[config.mk]
export PLATFORM = sky130hd
export DESIGN_NAME = i2c_master_transaction_sequencer
export DESIGN_NICKNAME = d
export VERILOG_FILES = /design/src/rtl/i2cms_pkg.sv /design/src/rtl/i2cms_decode.sv /design/src/rtl/i2c_master_transaction_sequencer.sv
export SDC_FILE = /design/constraint.sdc
export NUM_CORES = 1
export LEC_CHECK = 0
export ABC_AREA = 0
export BUFFER_PORTS_ARGS = -buffer_cell sky130_fd_sc_hd__buf_2
export CAP_MARGIN = 20
export CORE_MARGIN = 2
export CORE_UTILIZATION = 57
export CTS_BUF_LIST = sky130_fd_sc_hd__clkbuf_16
export DETAILED_ROUTE_END_ITERATION = 7
export GPL_TIMING_DRIVEN = 0
export PLACE_DENSITY_LB_ADDON = 0.12
export SLEW_MARGIN = 30
export SYNTH_ARGS = -nofsm -noshare
export SYNTH_HDL_FRONTEND = slang
export SYNTH_SLANG_ARGS = --single-unit
[constraint.sdc]
create_clock -name clock -period 10.3 [get_ports clock]
set_input_delay 1.03 -clock clock [delete_from_list [all_inputs] [get_ports clock]]
set_output_delay 1.03 -clock clock [all_outputs]
set_load 0.01 [all_outputs]
[src/rtl/i2cms_pkg.sv]
// ----------------------------------------------------------------------------
// i2cms_pkg
// Shared types and codes for the I2C master transaction sequencer: command
// and phase codes, status codes, bus status keys and the result word.
// ----------------------------------------------------------------------------
`default_nettype none

package i2cms_pkg;

   // default store depths
   localparam int TX_DEPTH_DEF = 8;
   localparam int RX_DEPTH_DEF = 8;

   // command codes of an input word
   typedef enum logic [1:0] {
      OP_START = 2'd0,
      OP_PUSH  = 2'd1,
      OP_POP   = 2'd2,
      OP_EVENT = 2'd3
   } opcode_type;

   // transaction phase
   typedef enum logic [1:0] {
      PH_IDLE      = 2'd0,
      PH_STARTING  = 2'd1,
      PH_SENDING   = 2'd2,
      PH_RECEIVING = 2'd3
   } phase_type;

   // transfer direction, same codes as the start command's kind field
   localparam logic [1:0] DIR_WRITE      = 2'd0;
   localparam logic [1:0] DIR_READ       = 2'd1;
   localparam logic [1:0] DIR_WRITE_READ = 2'd2;
   localparam logic [1:0] KIND_RESERVED  = 2'd3;

   // result status
   typedef enum logic [2:0] {
      ST_OK       = 3'd0,
      ST_BUSY     = 3'd1,
      ST_TX_FULL  = 3'd2,
      ST_RX_EMPTY = 3'd3,
      ST_PROTO    = 3'd4,
      ST_RX_OVER  = 3'd5
   } status_type;

   // bus status keys {master, transmitter, start, stop}
   localparam logic [3:0] KEY_ADDR_SENT = 4'hE;
   localparam logic [3:0] KEY_TX_BYTE   = 4'hC;
   localparam logic [3:0] KEY_RX_BYTE   = 4'h8;

   // one result word
   typedef struct packed {
      status_type  status;
      logic        drive_valid;
      logic [7:0]  drive_byte;
      logic        clear_start_stop;
      logic        request_start;
      logic        request_stop;
      logic        ack_valid;
      logic        ack_value;
      logic [7:0]  read_byte;
      logic [1:0]  phase_now;
   } rsp_type;

endpackage

`default_nettype wire

[src/rtl/i2cms_decode.sv]
// ----------------------------------------------------------------------------
// i2cms_decode
// Per-word decision logic: from the current sequencer state and one input
// word, the next state, the store write and read strobes and the result word.
// ----------------------------------------------------------------------------
`default_nettype none

module i2cms_decode
   import i2cms_pkg::*;
#(
   parameter int TX_DEPTH = TX_DEPTH_DEF,
   parameter int RX_DEPTH = RX_DEPTH_DEF,
   localparam int TXW = $clog2(TX_DEPTH + 1),
   localparam int RXW = $clog2(RX_DEPTH + 1)
) (
   // input word
   input  wire logic [1:0]     opcode,
   input  wire logic [6:0]     target_address,
   input  wire logic [1:0]     transfer_kind,
   input  wire logic [7:0]     read_count,
   input  wire logic           ev_master,
   input  wire logic           ev_transmitter,
   input  wire logic           ev_start_flag,
   input  wire logic           ev_stop_flag,
   input  wire logic           ev_ack,
   // current state
   input  wire phase_type      phase,
   input  wire logic [6:0]     slave_address,
   input  wire logic [1:0]     direction,
   input  wire logic [TXW-1:0] tx_rd,
   input  wire logic [TXW-1:0] tx_wr,
   input  wire logic [RXW-1:0] rx_rd,
   input  wire logic [RXW-1:0] rx_wr,
   input  wire logic [7:0]     rx_limit,
   // next state
   output phase_type           phase_in,
   output logic [6:0]          slave_address_in,
   output logic [1:0]          direction_in,
   output logic [TXW-1:0]      tx_rd_in,
   output logic [TXW-1:0]      tx_wr_in,
   output logic [RXW-1:0]      rx_rd_in,
   output logic [RXW-1:0]      rx_wr_in,
   output logic [7:0]          rx_limit_in,
   // store strobes, addresses are the current indices
   output logic                tx_we,
   output logic                tx_re,
   output logic                rx_we,
   output logic                rx_re,
   // result word, store bytes are merged in later
   output rsp_type             rsp
);

   logic [3:0]     key;
   logic           to_write;
   logic [RXW-1:0] rx_wr_eff;

   assign key = {ev_master, ev_transmitter, ev_start_flag, ev_stop_flag};

   // next state and result
   always_comb begin
      phase_in         = phase;
      slave_address_in = slave_address;
      direction_in     = direction;
      tx_rd_in         = tx_rd;
      tx_wr_in         = tx_wr;
      rx_rd_in         = rx_rd;
      rx_wr_in         = rx_wr;
      rx_limit_in      = rx_limit;
      tx_we            = 1'b0;
      tx_re            = 1'b0;
      rx_we            = 1'b0;
      rx_re            = 1'b0;
      rsp              = '0;
      to_write         = (direction == DIR_WRITE) || (direction == DIR_WRITE_READ);
      rx_wr_eff        = rx_wr;

      unique case (opcode_type'(opcode))
         OP_START: begin
            if (phase != PH_IDLE) begin
               rsp.status = ST_BUSY;
            end else begin
               slave_address_in  = target_address;
               direction_in      = (transfer_kind == KIND_RESERVED) ? DIR_READ
                                                                    : transfer_kind;
               rx_limit_in       = read_count;
               tx_rd_in          = '0;
               tx_wr_in          = '0;
               rx_rd_in          = '0;
               rx_wr_in          = '0;
               phase_in          = PH_STARTING;
               rsp.request_start = 1'b1;
            end
         end
         OP_PUSH: begin
            if (tx_wr >= TXW'(TX_DEPTH)) begin
               rsp.status = ST_TX_FULL;
            end else begin
               tx_we    = 1'b1;
               tx_wr_in = tx_wr + 1'b1;
            end
         end
         OP_POP: begin
            if ((rx_rd >= rx_wr) || (rx_rd >= RXW'(RX_DEPTH))) begin
               rsp.status = ST_RX_EMPTY;
            end else begin
               rx_re = 1'b1;
               // last stored byte taken: shrink the limit and rewind
               if (rx_rd + 1'b1 == rx_wr) begin
                  rx_limit_in = rx_limit - 8'(rx_wr);
                  rx_rd_in    = '0;
                  rx_wr_in    = '0;
               end else begin
                  rx_rd_in = rx_rd + 1'b1;
               end
            end
         end
         OP_EVENT: begin
            if ((key == KEY_ADDR_SENT) && (phase == PH_STARTING)) begin
               // address byte with read/write bit
               rsp.clear_start_stop = 1'b1;
               rsp.drive_valid      = 1'b1;
               rsp.drive_byte       = {slave_address, ~to_write};
               phase_in             = to_write ? PH_SENDING : PH_RECEIVING;
            end else if ((key == KEY_TX_BYTE) && (phase == PH_SENDING)) begin
               if (ev_ack && (tx_rd < tx_wr) && (tx_rd < TXW'(TX_DEPTH))) begin
                  rsp.drive_valid = 1'b1;
                  tx_re           = 1'b1;
                  if (tx_rd + 1'b1 == tx_wr) begin
                     tx_rd_in = '0;
                     tx_wr_in = '0;
                  end else begin
                     tx_rd_in = tx_rd + 1'b1;
                  end
               end else if (direction == DIR_WRITE_READ) begin
                  // repeated start for the read part
                  rsp.request_start = 1'b1;
                  direction_in      = DIR_READ;
                  phase_in          = PH_STARTING;
               end else begin
                  rsp.request_stop = 1'b1;
                  phase_in         = PH_IDLE;
               end
            end else if ((key == KEY_TX_BYTE) && (phase == PH_RECEIVING)) begin
               if (ev_ack) begin
                  rsp.ack_valid = 1'b1;
                  rsp.ack_value = (9'(rx_wr) + 9'd1) != {1'b0, rx_limit};
               end else begin
                  rsp.request_stop = 1'b1;
                  phase_in         = PH_IDLE;
               end
            end else if ((key == KEY_RX_BYTE) && (phase == PH_RECEIVING)) begin
               if (8'(rx_wr) < rx_limit) begin
                  if (rx_wr < RXW'(RX_DEPTH)) begin
                     rx_we     = 1'b1;
                     rx_wr_eff = rx_wr + 1'b1;
                  end else begin
                     rsp.status = ST_RX_OVER;
                  end
               end
               rx_wr_in = rx_wr_eff;
               if (8'(rx_wr_eff) < rx_limit) begin
                  rsp.ack_valid = 1'b1;
                  rsp.ack_value = (9'(rx_wr_eff) + 9'd1) != {1'b0, rx_limit};
               end else begin
                  rsp.request_stop = 1'b1;
                  phase_in         = PH_IDLE;
               end
            end else begin
               // unexpected bus status: back to idle, stores emptied
               rsp                  = '0;
               rsp.status           = ST_PROTO;
               rsp.clear_start_stop = 1'b1;
               tx_rd_in             = '0;
               tx_wr_in             = '0;
               rx_rd_in             = '0;
               rx_wr_in             = '0;
               phase_in             = PH_IDLE;
            end
         end
         default: begin
            rsp = '0;
         end
      endcase

      rsp.phase_now = phase_in;
   end

endmodule

`default_nettype wire

[src/rtl/i2c_master_transaction_sequencer.sv]
// ----------------------------------------------------------------------------
// i2c_master_transaction_sequencer
// Sequences I2C master write, read and write-then-read transactions from host
// commands and bus core events; transmit and receive bytes sit in two small
// synchronous memories.
//
//   channel   ports   direction   contents
//   request   req_*   in          command or bus event word
//   response  rsp_*   out         drive, start/stop/ack controls, data, status
//
// One word per cycle is accepted while req_ready is high; each word yields
// one registered response word. The decision is made in the accept cycle
// from the index registers; the memory read for a transmit or popped byte
// lands in the output register on the same edge. A second output register
// takes a word while the first one is stalled, so req_ready only drops when
// both are full. Synchronous reset clears the phase, address, direction,
// indices and limit; memory contents are left as they are.
// ----------------------------------------------------------------------------
`default_nettype none

module i2c_master_transaction_sequencer
   import i2cms_pkg::*;
#(
   parameter int TX_DEPTH = TX_DEPTH_DEF,
   parameter int RX_DEPTH = RX_DEPTH_DEF
) (
   input  wire logic       clock,
   input  wire logic       reset,
   // request channel
   input  wire logic       req_valid,
   output logic            req_ready,
   input  wire logic [1:0] req_opcode,
   input  wire logic [6:0] req_target_address,
   input  wire logic [1:0] req_transfer_kind,
   input  wire logic [7:0] req_read_count,
   input  wire logic [7:0] req_push_byte,
   input  wire logic       req_ev_master,
   input  wire logic       req_ev_transmitter,
   input  wire logic       req_ev_start_flag,
   input  wire logic       req_ev_stop_flag,
   input  wire logic       req_ev_ack,
   input  wire logic [7:0] req_bus_rx_byte,
   // response channel
   output logic            rsp_valid,
   input  wire logic       rsp_ready,
   output logic [2:0]      rsp_status,
   output logic            rsp_drive_valid,
   output logic [7:0]      rsp_drive_byte,
   output logic            rsp_clear_start_stop,
   output logic            rsp_request_start,
   output logic            rsp_request_stop,
   output logic            rsp_ack_valid,
   output logic            rsp_ack_value,
   output logic [7:0]      rsp_read_byte,
   output logic [1:0]      rsp_phase_now
);

   localparam int TXW = $clog2(TX_DEPTH + 1);
   localparam int RXW = $clog2(RX_DEPTH + 1);
   localparam int TXA = (TX_DEPTH > 1) ? $clog2(TX_DEPTH) : 1;
   localparam int RXA = (RX_DEPTH > 1) ? $clog2(RX_DEPTH) : 1;

   // sequencer state
   phase_type      phase_ff, phase_in;
   logic [6:0]     slave_address_ff, slave_address_in;
   logic [1:0]     direction_ff, direction_in;
   logic [TXW-1:0] tx_rd_ff, tx_rd_in;
   logic [TXW-1:0] tx_wr_ff, tx_wr_in;
   logic [RXW-1:0] rx_rd_ff, rx_rd_in;
   logic [RXW-1:0] rx_wr_ff, rx_wr_in;
   logic [7:0]     rx_limit_ff, rx_limit_in;

   // byte stores
   logic [7:0]     tx_mem_ff [TX_DEPTH];
   logic [7:0]     rx_mem_ff [RX_DEPTH];

   // decision outputs
   logic           tx_we, tx_re, rx_we, rx_re;
   rsp_type        new_rsp;

   // output registers
   rsp_type        main_ff, skid_ff;
   logic           main_valid_ff, skid_valid_ff;
   logic           main_valid_in, skid_valid_in;
   logic           accept, main_free;
   logic           main_load_new, main_load_skid, skid_load;

   assign req_ready = ~skid_valid_ff;
   assign accept    = req_valid & req_ready;

   i2cms_decode #(
      .TX_DEPTH (TX_DEPTH),
      .RX_DEPTH (RX_DEPTH)
   ) u_decode (
      .opcode           (req_opcode),
      .target_address   (req_target_address),
      .transfer_kind    (req_transfer_kind),
      .read_count       (req_read_count),
      .ev_master        (req_ev_master),
      .ev_transmitter   (req_ev_transmitter),
      .ev_start_flag    (req_ev_start_flag),
      .ev_stop_flag     (req_ev_stop_flag),
      .ev_ack           (req_ev_ack),
      .phase            (phase_ff),
      .slave_address    (slave_address_ff),
      .direction        (direction_ff),
      .tx_rd            (tx_rd_ff),
      .tx_wr            (tx_wr_ff),
      .rx_rd            (rx_rd_ff),
      .rx_wr            (rx_wr_ff),
      .rx_limit         (rx_limit_ff),
      .phase_in         (phase_in),
      .slave_address_in (slave_address_in),
      .direction_in     (direction_in),
      .tx_rd_in         (tx_rd_in),
      .tx_wr_in         (tx_wr_in),
      .rx_rd_in         (rx_rd_in),
      .rx_wr_in         (rx_wr_in),
      .rx_limit_in      (rx_limit_in),
      .tx_we            (tx_we),
      .tx_re            (tx_re),
      .rx_we            (rx_we),
      .rx_re            (rx_re),
      .rsp              (new_rsp)
   );

   // state registers
   always_ff @(posedge clock) begin
      if (reset) begin
         phase_ff         <= PH_IDLE;
         slave_address_ff <= '0;
         direction_ff     <= DIR_WRITE;
         tx_rd_ff         <= '0;
         tx_wr_ff         <= '0;
         rx_rd_ff         <= '0;
         rx_wr_ff         <= '0;
         rx_limit_ff      <= '0;
      end else if (accept) begin
         phase_ff         <= phase_in;
         slave_address_ff <= slave_address_in;
         direction_ff     <= direction_in;
         tx_rd_ff         <= tx_rd_in;
         tx_wr_ff         <= tx_wr_in;
         rx_rd_ff         <= rx_rd_in;
         rx_wr_ff         <= rx_wr_in;
         rx_limit_ff      <= rx_limit_in;
      end
   end

   // store writes; a write and a read never target the same store in one
   // word, and a read in a later word already sees the written byte
   always_ff @(posedge clock) begin
      if (accept && tx_we) begin
         tx_mem_ff[tx_wr_ff[TXA-1:0]] <= req_push_byte;
      end
      if (accept && rx_we) begin
         rx_mem_ff[rx_wr_ff[RXA-1:0]] <= req_bus_rx_byte;
      end
   end

   // output register control
   always_comb begin
      main_free      = ~main_valid_ff | rsp_ready;
      main_load_skid = main_free & skid_valid_ff;
      main_load_new  = main_free & ~skid_valid_ff & accept;
      skid_load      = ~main_free & accept;
      main_valid_in  = main_free ? (skid_valid_ff | accept) : 1'b1;
      skid_valid_in  = main_free ? 1'b0 : (skid_valid_ff | accept);
   end

   always_ff @(posedge clock) begin
      if (reset) begin
         main_valid_ff <= 1'b0;
         skid_valid_ff <= 1'b0;
      end else begin
         main_valid_ff <= main_valid_in;
         skid_valid_ff <= skid_valid_in;
      end
   end

   // output payload with registered memory read data merged in
   always_ff @(posedge clock) begin : out_payload
      rsp_type load_rsp;
      load_rsp = new_rsp;
      if (tx_re) begin
         load_rsp.drive_byte = tx_mem_ff[tx_rd_ff[TXA-1:0]];
      end
      if (rx_re) begin
         load_rsp.read_byte = rx_mem_ff[rx_rd_ff[RXA-1:0]];
      end
      if (main_load_new) begin
         main_ff <= load_rsp;
      end else if (main_load_skid) begin
         main_ff <= skid_ff;
      end
      if (skid_load) begin
         skid_ff <= load_rsp;
      end
   end

   assign rsp_valid            = main_valid_ff;
   assign rsp_status           = main_ff.status;
   assign rsp_drive_valid      = main_ff.drive_valid;
   assign rsp_drive_byte       = main_ff.drive_byte;
   assign rsp_clear_start_stop = main_ff.clear_start_stop;
   assign rsp_request_start    = main_ff.request_start;
   assign rsp_request_stop     = main_ff.request_stop;
   assign rsp_ack_valid        = main_ff.ack_valid;
   assign rsp_ack_value        = main_ff.ack_value;
   assign rsp_read_byte        = main_ff.read_byte;
   assign rsp_phase_now        = main_ff.phase_now;

   // second output register only fills behind a full first one
   a_skid_behind_main: assert property (@(posedge clock) disable iff (reset)
      skid_valid_ff |-> main_valid_ff)
      else $error("skid word without a main word");

   // transmit indices stay ordered and within the store
   a_tx_index: assert property (@(posedge clock) disable iff (reset)
      (tx_rd_ff <= tx_wr_ff) && (tx_wr_ff <= TXW'(TX_DEPTH)))
      else $error("transmit index out of order or range");

   // receive indices stay ordered and within the store
   a_rx_index: assert property (@(posedge clock) disable iff (reset)
      (rx_rd_ff <= rx_wr_ff) && (rx_wr_ff <= RXW'(RX_DEPTH)))
      else $error("receive index out of order or range");

   // reset leaves the sequencer idle with no pending response
   a_reset_idle: assert property (@(posedge clock)
      reset |=> (phase_ff == PH_IDLE) && !main_valid_ff && !skid_valid_ff)
      else $error("not idle after reset");

   // a word accepted into an empty output stage shows up on the next cycle
   a_one_cycle: assert property (@(posedge clock) disable iff (reset)
      (accept && !main_valid_ff) |=> main_valid_ff)
      else $error("accepted word did not reach the output");

endmodule

`default_nettype wire
==> flow_summary.toml <==
[status]
outcome = "complete, no violations"

[critical_path]
crit_start = "rx_wr_ff[2]"
critPathSlowestCell = "dfxtp_1"
rrSetupSlack_ns = 5.26
timing.rr.end = "rsp_phase_now[1]"
startpoint_type = "flip-flop"
crit_fanout = 10
crit_required_ns = 10.55
reg2reg_from = "rx_wr_ff[2]"
cp.arrival_ns = 5.29
path_cells = "clkbuf_1 -> inv_1 -> ha_1 -> nor2b_1 -> nor2_1 -> o21ai_2 -> and2_1 -> buf_2 -> mux2_1 -> ha_1 -> nor2b_1 -> o21a_1 -> o21a_1 -> o21ai_0 -> o211ai_1 -> nand2_1 -> a31oi_1 -> o21ai_0"
critPathCaptureType = "flip-flop"
critPathKind = "flip-flop to flip-flop"
reg2reg_depth = 18
max_stage_delay_ns = 0.50

[sta]
final_hold_viol_count = 0
period_share = 0.490
tns_ns = 0
fmax_mhz = 198
setup-violations-final = 0
drv_slew = 0
finalCriticalPeriod_ns = 5.04
tightestPinTransition_ns = 0.918
rsz0062_at_grt = "false"
max_slew_margin = 0.386
clock_skew_ns = 0.0129
whs_ns = 0.454

[cts]
post_cts_buffers = 0
post_cts_resize_count = 0
htreeDepth = 1
clockRootBuffer = "clkbuf_16"
insertion_delay_ns = 0.52
cts_hold_buf = 0
path_clk_slew_ns = 0.06
cts_made_buffers = 23
cts_tree = "done"
clock-sinks = 225
clockBufferDepth = 3

[floorplanning]
core.rowCount = 49
ios = 73
core_sq_mm = 0.0178
fp.dieW_um = 138
die_area_sq_mm = 0.0191
die_h_um = 138
start_util = 0.576

[power]
peakVddDrop_mv = 0.121
power_w = 0.00194
powerDensity_mw_per_mm2 = 166
p_leak_nw = 4.15

[worst_hold_path]
min_to = "direction_ff[1]"
hold_path_depth = 2
min_from = "direction_ff[1]"
hold_path_class = "flip-flop to flip-flop"

[logic_synthesis]
yosys_warnings = 0
yosysTopAreaCell = "edfxtp_1"
syn_area_per_cell_sq_um = 13.4
synth-seq-cells = 225
synth_ff_type = "edfxtp_1"
synth.most_common_cell = "edfxtp_1"
netlist-cell-type-count = 64
ys_top_cells_by_count = "edfxtp_1 (182), nor2_1 (61), nand2_1 (58), a21oi_1 (45), dfxtp_1 (43)"
synth_top_cells_by_area = "edfxtp_1 (53%), dfxtp_1 (8.4%), mux4_2 (7.0%), ha_1 (3.4%), mux2_2 (2.6%)"
netlist_instances = 764
async_flop_share = 0
seq_area_frac_synth = 0.617
synth_edf_count = 182
synth_fp_nets = 837
syn_area_sq_mm = 0.0102
yosysTopAreaCellShare = 0.533

[drt]
drtIter0Drc = 327
ant_nets = 0
wl_um = 22000
vias = 6494
viasPerCell = 5.87
drt-wirelength-per-cell_um = 19.8
drc = 0
drt_first_pass_iters = 6

[layout]
layout-area-overhead-vs-synth_pct = 13.9
drive_above_1_share = 0.214
instances_no_fill = 1107
diodes = 0
layout.nets = 934

[run]
maxCapViolCount = 0

[grt]
grt_pass1_wl_um = 34700
gr-usage-all-layers = 0.229
grt_start_max_net_pins = 28
grt-ovfl-total = 0
grt_antenna_before_repair = 0
grt_pass1_vias = 6454

[placed_design]
port_buffers = 71
finalWeightedCongestion = 0.874
hpwlAfterDp_um = 15600
dp.cells = 1065
[flip-flops by register name, indices dropped and copies added (netlist names), 7 cells and up, named ones only]
signal            cells
rsp_drive_byte        8
rsp_read_byte         8
rx_limit_ff           8
rx_mem_ff            64
skid_ff              27
slave_address_ff      7
tx_mem_ff            64
[metrics by stage]
stage	cell area (sq um)	utilization	setup slack [ns]
2_1_floorplan	10200	-	6.20
3_3_place_gp	10900	0.612	5.41
3_5_place_dp	10900	0.615	5.35
4_1_cts	11700	0.656	5.29
5_1_grt	11700	0.656	4.93
6_report	11700	0.656	5.26
[worst max path at each step]
stage,end,slack (ns),cells past startpoint
CTS,rsp_phase_now[1],5.29,18
floorplan,rsp_phase_now[0],6.20,18
detailed placement,rsp_phase_now[0],5.35,18
global placement,rsp_phase_now[0],5.41,18
finish,rsp_phase_now[1],5.26,18
global route,rsp_phase_now[1],4.93,18
[logic make-up (layout without fill, tap and decap cells)]
kind of cell             Yosys count  after routing  share of synthesized area
AO/OA/AOI/OAI                    122            122                     0.0779
XOR/XNOR                          16             16                     0.0137
adder cells (fa/ha/maj)           29             29                     0.0361
buffers and inverters             65            179                     0.0256
flip-flops                       225            225                      0.617
multiplexers                      77             77                      0.117
AND/OR/NAND/NOR                  230            230                      0.112
[cell usage in the layout, fill, tap and decap left out, types with 3 or more instances in the layout]
cell,n
nor2b_1,14
buf_2,80
and3_1,7
mux4_2,32
clkbuf_1,20
o21ai_1,3
nand4_1,8
o211ai_1,3
nor3_1,13
xor2_1,9
edfxtp_1,182
buf_1,3
clkinv_1,8
o31a_1,3
nand2b_1,23
a21oi_1,45
o21ai_0,26
mux2_2,24
xnor2_1,7
clkbuf_16,23
a21o_1,3
and2_1,4
nand3_1,13
mux2i_1,20
or3_1,8
nand2_1,58
o31ai_1,3
dfxtp_1,43
o21a_1,5
inv_1,36
a211oi_1,12
nor2_1,60
ha_1,28
[worst max-delay path, delay by kind of cell (launching register included)]
| kind | cells | cell delay, ns |
|---|---|---|
| flops | 1 | 0.50 |
| fa+ha+maj | 2 | 0.68 |
| compound gates | 7 | 1.53 |
| mux | 1 | 0.40 |
| simple gates | 5 | 0.93 |
| buf+inv | 3 | 0.77 |
[routing by layer]
| layer | track usage | vias to the layer above | wire length (um) |
|---|---|---|---|
| met5 | 0 | - | 0 |
| met3 | 0.0287 | 32 | 1200 |
| met2 | 0.396 | 202 | 10900 |
| met4 | 0.0499 | 0 | 380 |
| met1 | 0.316 | 3202 | 9450 |
| li1 | - | 3058 | - |
[where the power goes]
part	switching [W]	total, W	internal (W)
logic	0.0000836	0.000137	0.0000531
clock network	0.000338	0.000799	0.000461
registers	0.00000745	0.00100	0.000996
total	0.000429	0.00194	0.00151
[layout make-up]
class,count,area (sq um)
clock buffer,23,576
fill,1324,6110
multi-input combinational,474,3680
sequential,225,6330
buffer,33,143
timing repair buffer,72,383
clock inverter,19,156
tap,229,287
inverter,32,120
Power figures use the tool's default switching activity.
